$ cat config.mk
export PLATFORM = sky130hd
export DESIGN_NAME = json_string_decoder_unit_flat
export DESIGN_NICKNAME = d
export VERILOG_FILES = /design/src/design/jsd_pkg.sv /design/src/design/jsd_if.sv /design/src/design/json_string_decoder_unit.sv /design/src/design/jsd_core.sv /design/src/flat_wrapper.sv
export SDC_FILE = /design/constraint.sdc
export NUM_CORES = 1
export LEC_CHECK = 0
export BUFFER_PORTS_ARGS = -buffer_cell sky130_fd_sc_hd__buf_2
export CORE_UTILIZATION = 55
export CTS_BUF_LIST = sky130_fd_sc_hd__clkbuf_16
export CTS_CLUSTER_SIZE = 8
export DETAILED_ROUTE_END_ITERATION = 10
export PLACE_DENSITY = 0.79
export SYNTH_ARGS = -nofsm -noshare
export SYNTH_HDL_FRONTEND = slang
export SYNTH_SLANG_ARGS = --single-unit
export TNS_END_PERCENT = 20
$ cat constraint.sdc
create_clock -name clk -period 3.8 [get_ports clk]
set_input_delay 0 -clock clk [delete_from_list [all_inputs] [get_ports clk]]
set_output_delay 0 -clock clk [all_outputs]
set_load 0.05 [all_outputs]
$ cat src/design/jsd_pkg.sv
// Package with the shared types and codes of the JSON string decoder.
package jsd_pkg;

    // Result status codes.
    localparam logic [1:0] STATUS_CHAR   = 2'd0;
    localparam logic [1:0] STATUS_CLOSED = 2'd1;
    localparam logic [1:0] STATUS_REJECT = 2'd2;

    // Byte codes the decoder looks for.
    localparam logic [7:0] CHAR_QUOTE  = 8'h22;
    localparam logic [7:0] CHAR_BSLASH = 8'h5C;
    localparam logic [7:0] CHAR_SLASH  = 8'h2F;
    localparam logic [7:0] CHAR_SPACE  = 8'h20;
    localparam logic [7:0] CHAR_TAB    = 8'h09;
    localparam logic [7:0] CHAR_CR     = 8'h0D;
    localparam logic [7:0] CHAR_LF     = 8'h0A;
    localparam logic [7:0] CHAR_TILDE  = 8'h7E;
    localparam logic [7:0] CHAR_LOW_B  = 8'h62;
    localparam logic [7:0] CHAR_LOW_F  = 8'h66;
    localparam logic [7:0] CHAR_LOW_N  = 8'h6E;
    localparam logic [7:0] CHAR_LOW_R  = 8'h72;
    localparam logic [7:0] CHAR_LOW_T  = 8'h74;
    localparam logic [7:0] CHAR_LOW_U  = 8'h75;

    // Largest value the first three hex digits of a unicode escape may hold,
    // so that the complete four-digit value stays at or below 127.
    localparam logic [11:0] HEX_MAX_HIGH = 12'd7;

    // One decode step's result toward the output register.
    typedef struct packed {
        logic       valid;
        logic [1:0] status;
        logic [6:0] char_out;
    } jsd_result_t;

endpackage

$ cat src/design/jsd_if.sv
// Handshake interfaces for the byte input channel and the result channel.
interface jsd_byte_if;
    logic       valid;
    logic       ready;
    logic [7:0] in_byte;
    logic       end_of_data;

    modport source (output valid, output in_byte, output end_of_data, input ready);
    modport sink   (input valid, input in_byte, input end_of_data, output ready);
endinterface

interface jsd_result_if;
    logic       valid;
    logic       ready;
    logic [1:0] status;
    logic [6:0] char_out;

    modport source (output valid, output status, output char_out, input ready);
    modport sink   (input valid, input status, input char_out, output ready);
endinterface

$ cat src/design/json_string_decoder_unit.sv
// Top level of the streaming JSON string decoder.
//
// The decoder takes one raw byte per item, skips leading space, tab, CR and
// LF, requires an opening double quote, and then delivers one result item
// per decoded character. Simple escapes and four-digit unicode escapes with
// a value from 1 to 127 are decoded. The string ends with a "closed" result
// at the closing quote, or with a "rejected" result on any malformed input,
// including data whose last byte comes before the closing quote. After
// either result the decoder is idle and waits for the next string. A
// consumer should discard characters already received for a string that is
// later rejected. Leading whitespace, the opening quote, a backslash, the
// u of a unicode escape and its first three hex digits produce no result
// item. The block takes one byte in every clock cycle when the result side
// keeps up: a byte is held in the input register, the decode step and the
// state update happen as it moves on, and the result is then held in the
// output register. The output register lets the next byte be decoded in
// the same cycle in which the previous result is taken; when the result
// side stalls, the input register holds one byte and input ready drops.
module json_string_decoder_unit
(
    input  logic          clk,
    input  logic          rst_n,
    jsd_byte_if.sink      data,
    jsd_result_if.source  result
);
    import jsd_pkg::*;

    logic        in_valid_reg;
    logic [7:0]  in_byte_reg;
    logic        in_last_reg;

    logic        out_valid_reg, out_valid_next;
    logic [1:0]  out_status_reg;
    logic [6:0]  out_char_reg;

    logic        step;
    jsd_result_t step_result;

    // A held byte is decoded when the output register is free or emptying.
    assign step       = in_valid_reg && (!out_valid_reg || result.ready);
    assign data.ready = !in_valid_reg || step;

    jsd_core u_core
    (
        .clk         (clk),
        .rst_n       (rst_n),
        .step        (step),
        .in_byte     (in_byte_reg),
        .end_of_data (in_last_reg),
        .result      (step_result)
    );

    always_comb
    begin
        out_valid_next = out_valid_reg;
        if (step)
            out_valid_next = step_result.valid;
        else if (result.ready)
            out_valid_next = 1'b0;
    end

    always_ff @(posedge clk or negedge rst_n)
    begin
        if (!rst_n)
        begin
            in_valid_reg  <= 1'b0;
            out_valid_reg <= 1'b0;
        end
        else
        begin
            if (data.ready)
                in_valid_reg <= data.valid;
            out_valid_reg <= out_valid_next;
        end
    end

    // Payload registers carry no reset.
    always_ff @(posedge clk)
    begin
        if (data.valid && data.ready)
        begin
            in_byte_reg <= data.in_byte;
            in_last_reg <= data.end_of_data;
        end
        if (step && step_result.valid)
        begin
            out_status_reg <= step_result.status;
            out_char_reg   <= step_result.char_out;
        end
    end

    assign result.valid    = out_valid_reg;
    assign result.status   = out_status_reg;
    assign result.char_out = out_char_reg;

endmodule

$ cat src/design/jsd_core.sv
// Decoder state registers and the single-byte decode step.
module jsd_core
(
    input  logic                clk,
    input  logic                rst_n,
    input  logic                step,
    input  logic [7:0]          in_byte,
    input  logic                end_of_data,
    output jsd_pkg::jsd_result_t result
);
    import jsd_pkg::*;

    typedef enum logic [2:0] {
        MODE_IDLE = 3'd0,
        MODE_BODY = 3'd1,
        MODE_ESC  = 3'd2,
        MODE_HEX  = 3'd3
    } mode_t;

    mode_t       mode_reg, mode_next;
    logic [11:0] hex_accum_reg, hex_accum_next;
    logic [1:0]  hex_count_reg, hex_count_next;

    logic        is_space;
    logic        hex_ok;
    logic [3:0]  hex_digit;
    logic        do_reject;
    logic        do_close;
    logic        do_emit;
    logic [6:0]  ch;
    logic [6:0]  hex_char;

    // Hex digit decode, either case.
    always_comb
    begin
        hex_ok    = 1'b1;
        hex_digit = 4'd0;
        if (in_byte >= 8'h30 && in_byte <= 8'h39)
            hex_digit = 4'(in_byte - 8'h30);
        else if (in_byte >= 8'h61 && in_byte <= 8'h66)
            hex_digit = 4'(in_byte - 8'h57);
        else if (in_byte >= 8'h41 && in_byte <= 8'h46)
            hex_digit = 4'(in_byte - 8'h37);
        else
            hex_ok = 1'b0;
    end

    assign is_space = (in_byte == CHAR_SPACE) || (in_byte == CHAR_TAB) ||
                      (in_byte == CHAR_CR) || (in_byte == CHAR_LF);
    assign hex_char = {hex_accum_reg[2:0], hex_digit};

    always_comb
    begin
        mode_next      = mode_reg;
        hex_accum_next = hex_accum_reg;
        hex_count_next = hex_count_reg;
        do_reject      = 1'b0;
        do_close       = 1'b0;
        do_emit        = 1'b0;
        ch             = 7'd0;

        unique case (mode_reg)
            MODE_IDLE:
            begin
                if (!is_space)
                begin
                    if (in_byte == CHAR_QUOTE)
                        mode_next = MODE_BODY;
                    else
                        do_reject = 1'b1;
                end
            end
            MODE_BODY:
            begin
                if (in_byte == CHAR_QUOTE)
                    do_close = 1'b1;
                else if (in_byte < CHAR_SPACE || in_byte > CHAR_TILDE)
                    do_reject = 1'b1;
                else if (in_byte == CHAR_BSLASH)
                    mode_next = MODE_ESC;
                else
                begin
                    ch      = in_byte[6:0];
                    do_emit = 1'b1;
                end
            end
            MODE_ESC:
            begin
                mode_next = MODE_BODY;
                do_emit   = 1'b1;
                case (in_byte) inside
                    CHAR_QUOTE, CHAR_BSLASH, CHAR_SLASH: ch = in_byte[6:0];
                    CHAR_LOW_B: ch = 7'd8;
                    CHAR_LOW_F: ch = 7'd12;
                    CHAR_LOW_N: ch = 7'd10;
                    CHAR_LOW_R: ch = 7'd13;
                    CHAR_LOW_T: ch = 7'd9;
                    CHAR_LOW_U:
                    begin
                        mode_next      = MODE_HEX;
                        hex_accum_next = 12'd0;
                        hex_count_next = 2'd0;
                        do_emit        = 1'b0;
                    end
                    default:
                    begin
                        do_reject = 1'b1;
                        do_emit   = 1'b0;
                    end
                endcase
            end
            MODE_HEX:
            begin
                if (!hex_ok)
                    do_reject = 1'b1;
                else if (hex_count_reg != 2'd3)
                begin
                    hex_accum_next = {hex_accum_reg[7:0], hex_digit};
                    hex_count_next = hex_count_reg + 2'd1;
                end
                else if (hex_accum_reg > HEX_MAX_HIGH || hex_char == 7'd0)
                    do_reject = 1'b1;
                else
                begin
                    ch             = hex_char;
                    do_emit        = 1'b1;
                    mode_next      = MODE_BODY;
                    hex_accum_next = 12'd0;
                    hex_count_next = 2'd0;
                end
            end
            default:
                do_reject = 1'b1;
        endcase

        // The last byte of the data rejects anything that did not close.
        if (end_of_data && !do_close)
            do_reject = 1'b1;

        result.valid    = do_reject || do_close || do_emit;
        result.status   = STATUS_CHAR;
        result.char_out = ch;
        if (do_reject)
        begin
            result.status   = STATUS_REJECT;
            result.char_out = 7'd0;
        end
        else if (do_close)
        begin
            result.status   = STATUS_CLOSED;
            result.char_out = 7'd0;
        end

        if (do_reject || do_close)
        begin
            mode_next      = MODE_IDLE;
            hex_accum_next = 12'd0;
            hex_count_next = 2'd0;
        end
    end

    always_ff @(posedge clk or negedge rst_n)
    begin
        if (!rst_n)
        begin
            mode_reg      <= MODE_IDLE;
            hex_accum_reg <= 12'd0;
            hex_count_reg <= 2'd0;
        end
        else if (step)
        begin
            mode_reg      <= mode_next;
            hex_accum_reg <= hex_accum_next;
            hex_count_reg <= hex_count_next;
        end
    end

endmodule
$ cat src/flat_wrapper.sv
// flat-port wrapper written by rule: the top's interface ports become plain ports
module json_string_decoder_unit_flat import jsd_pkg::*;
  (clk, rst_n, data_valid, data_in_byte, data_end_of_data, data_ready, result_valid, result_status, result_char_out, result_ready);
  jsd_byte_if data_i ();
  jsd_result_if result_i ();
  input  logic clk;
  input  logic rst_n;
  input wire logic [$bits(data_i.valid)-1:0] data_valid;
  input wire logic [$bits(data_i.in_byte)-1:0] data_in_byte;
  input wire logic [$bits(data_i.end_of_data)-1:0] data_end_of_data;
  output wire logic [$bits(data_i.ready)-1:0] data_ready;
  output wire logic [$bits(result_i.valid)-1:0] result_valid;
  output wire logic [$bits(result_i.status)-1:0] result_status;
  output wire logic [$bits(result_i.char_out)-1:0] result_char_out;
  input wire logic [$bits(result_i.ready)-1:0] result_ready;
  assign data_i.valid = data_valid;
  assign data_i.in_byte = data_in_byte;
  assign data_i.end_of_data = data_end_of_data;
  assign data_ready = data_i.ready;
  assign result_valid = result_i.valid;
  assign result_status = result_i.status;
  assign result_char_out = result_i.char_out;
  assign result_i.ready = result_ready;
  json_string_decoder_unit u_core (.clk(clk), .rst_n(rst_n), .data(data_i), .result(result_i));
endmodule
==> impl_metrics.py <==
metrics = {
    "status": {
        "outcome": "finished clean",
    },
    "die": {
        "core_um2": 3800,
        "die_w_um": 66.1,
        "fp.dieH_um": 66.1,
        "start_util": 0.595,
        "io_pins": 24,
        "dieArea_um2": 4370,
        "num_rows": 22,
    },
    "sta": {
        "worst_slew_pin_slew_ns": 0.612,
        "fin_crit_sh": 0.834,
        "fmax_mhz": 316,
        "finalSetupTns_ns": 0,
        "setup_viol": 0,
        "max_slew_margin": 0.592,
        "finalHoldViolCount": 0,
        "rsz0062_at_grt": "no",
        "report.final.slew_viol_count": 0,
        "finalClockSkew_ns": 0.00667,
        "post-route-min-period_ns": 3.17,
        "hold_ws_ns": 0.0649,
    },
    "critical_path": {
        "crit_type": "flip-flop to flip-flop",
        "crit_chain": "inv_1, ha_1, o21bai_1, a21o_1, mux2i_1, o41a_1, or3_1, a21oi_1, nor2_1, buf_4",
        "cp_slowest_cell": "edfxtp_1",
        "crit_arrival_ns": 3.20,
        "startpoint_type": "flip-flop",
        "path_max_fanout": 10,
        "endpoint_kind": "flip-flop",
        "cpPeakStageDelay_ns": 0.54,
        "reg2reg_from": "u_core.in_byte_reg[0]$_DFFE_PP_",
        "worstSetupStartpoint": "u_core.in_byte_reg[0]$_DFFE_PP_",
        "r2r_slack_ns": 0.63,
        "worst-endpoint-required_ns": 3.83,
    },
    "synthesis": {
        "yosysUniqueCellTypes": 64,
        "synth-edff-count": 18,
        "async_flop_share": 0.500,
        "synth_ff_type": "edfxtp_1",
        "synth.ff_latch_count": 36,
        "yosysSeqAreaShare": 0.439,
        "syn_nets": 238,
        "synth_cells": 214,
        "yosysWarnings": 0,
        "avgSynthCellArea_um2": 10.6,
        "syn_area_um2": 2260,
    },
    "layout": {
        "nets": 274,
        "drive_gt1_frac": 0.203,
        "final_common_cell": "buf_2",
        "insertedDiodeCount": 0,
        "syn2layout_area_growth_pct": 18.5,
        "layout_common_cells": "buf_2, nor2_1, edfxtp_1, dfrtp_1, a22o_1",
        "stdcell_count": 299,
        "largest_register_ff_count": 12,
    },
    "power_and_ir_drop": {
        "p_per_area_nw_per_um2": 377,
        "p_clk_frac": 0.433,
        "p_comb_frac": 0.123,
        "swShare": 0.254,
        "p_total_mw": 1.01,
        "cell_internal_pwr_uw": 752,
        "p_leak_nw": 1.10,
        "seq_power_share": 0.444,
        "switchingPower_uw": 255,
        "peakVddDrop_uv": 256,
    },
    "flow_run": {
        "maxCapViolCount": 0,
    },
    "cts": {
        "clk_pin_slew_worst_paths_ns": 0.06,
        "post-cts-setup-buffers": 0,
        "h-tree-depth": 2,
        "cts_tree": "yes",
        "cts.sinks": 36,
        "clock_path_buffers": 2,
        "cts_root_buf": "clkbuf_16",
        "cts_inserted_buffers": 5,
        "clk_latency_ns": 0.28,
    },
    "global_route": {
        "grt_usage": 0.262,
        "grt_first_pass_wirelength_mm": 8.45,
        "first_global_vias": 1804,
        "grt_max_degree": 19,
        "grt_overflow_total": 0,
        "antenna_found_initial": 0,
    },
    "detailed_routing": {
        "antenna_left": 0,
        "vias": 1820,
        "first_pass_iters": 4,
        "drc": 0,
        "vias_per_cell": 6.09,
        "wire_per_inst_um": 16.8,
        "drt_wl_total_mm": 5.02,
        "drtIter0Drc": 156,
    },
    "placed_design": {
        "hpwlAfterDp_mm": 3.63,
        "gp_congestion": 0.935,
        "placed_cells": 280,
        "io_buffers": 23,
    },
    "min_path": {
        "hold_class": "input pin to flip-flop",
        "hp-start": "result_ready",
    },
}
==> path summary, 6_finish.rpt <==
path,endpoint,cells past startpoint
setup / recovery,u_core.result.char_out[1]$_SDFFCE_PP0P_,10
hold / removal,u_core.result.valid$_DFFE_PN0P_,3
setup reg to reg,u_core.result.char_out[1]$_SDFFCE_PP0P_,10
hold reg to reg,u_core.u_core.hex_count_reg[1]$_DFFE_PN0P_,1
max in group asynchronous,u_core.u_core.hex_accum_reg[6]$_DFFE_PN0P_,2
min in group asynchronous,u_core.u_core.mode_reg[0]$_DFFE_PN0P_,2
==> worst max-delay path, delay by kind of cell (launching register included) <==
kind	cells	cell delay [ns]
compound gates	4	1.19
fa+ha+maj	1	0.26
buf+inv	2	0.35
flops	1	0.54
simple gates	2	0.45
mux	1	0.14
==> cell families (layout without fill, tap and decap cells) <==
| kind of cell | count (synthesis) | count (layout) | synth area share |
|---|---|---|---|
| compound gates | 66 | 66 | 0.227 |
| flops | 36 | 36 | 0.439 |
| xor+xnor | 1 | 1 | 0.00388 |
| buf+inv | 19 | 56 | 0.0393 |
| simple gates | 78 | 78 | 0.217 |
| fa+ha+maj | 11 | 11 | 0.0609 |
| mux | 3 | 3 | 0.0139 |
==> per-layer routing <==
layer | vias up | track usage | part of all wire
li1 | 886 | - | -
met1 | 868 | 0.341 | 0.45
met2 | 60 | 0.425 | 0.48
met3 | 6 | 0.0569 | 0.059
met4 | 0 | 0.101 | 0.016
met5 | - | 0 | 0
==> synthesized netlist by cell type, types with 4 or more instances <==
cell      number  area [um^2]
nor2_1        19         71.3
dfrtp_1       18          450
edfxtp_1      18          541
a22o_1        13          114
inv_1         12         45.0
a21oi_1       11         55.1
ha_1          11          138
nand2_1       11         41.3
nand2b_1       7         43.8
o21ai_0        6         30.0
nand3_1        5         25.0
o211ai_1       5         37.5
and2_1         4         25.0
nor3_1         4         20.0
==> repair_timing <==
action                    in CTS  in global routing
hold buffers                  11                  0
hold endpoints to repair      28                  0
resized for setup              0                  0
==> power by group through the flow <==
| stage | sequential (mW) | clock [mW] | combinational (mW) |
|---|---|---|---|
| final | 0.448 | 0.436 | 0.124 |
| after CTS | 0.447 | 0.443 | 0.123 |
| after detailed placement | 0.454 | 0 | 0.114 |
| after global placement | 0.453 | 0 | 0.114 |
| after global routing | 0.450 | 0.456 | 0.134 |
| after floorplan | 0.468 | 0 | 0.0675 |
==> final cells by class <==
| class | count | area, um^2 |
|---|---|---|
| inverters | 12 | 45.0 |
| repair buffers | 36 | 240 |
| clock buffers | 6 | 150 |
| fillers | 275 | 1120 |
| flip-flops and latches | 36 | 991 |
| well taps | 48 | 60.1 |
| multi-input cells | 159 | 1180 |
| clock inverters | 2 | 11.3 |
==> per-stage QoR <==
step	util	setup slack [ns]	instance area, um^2
after detailed placement	0.633	0.680	2400
after CTS	0.705	0.654	2680
after floorplan	-	0.894	2260
final	0.705	0.632	2680
after global routing	0.705	0.395	2680
after global placement	0.633	0.780	2400
Power figures use the tool's default switching activity.
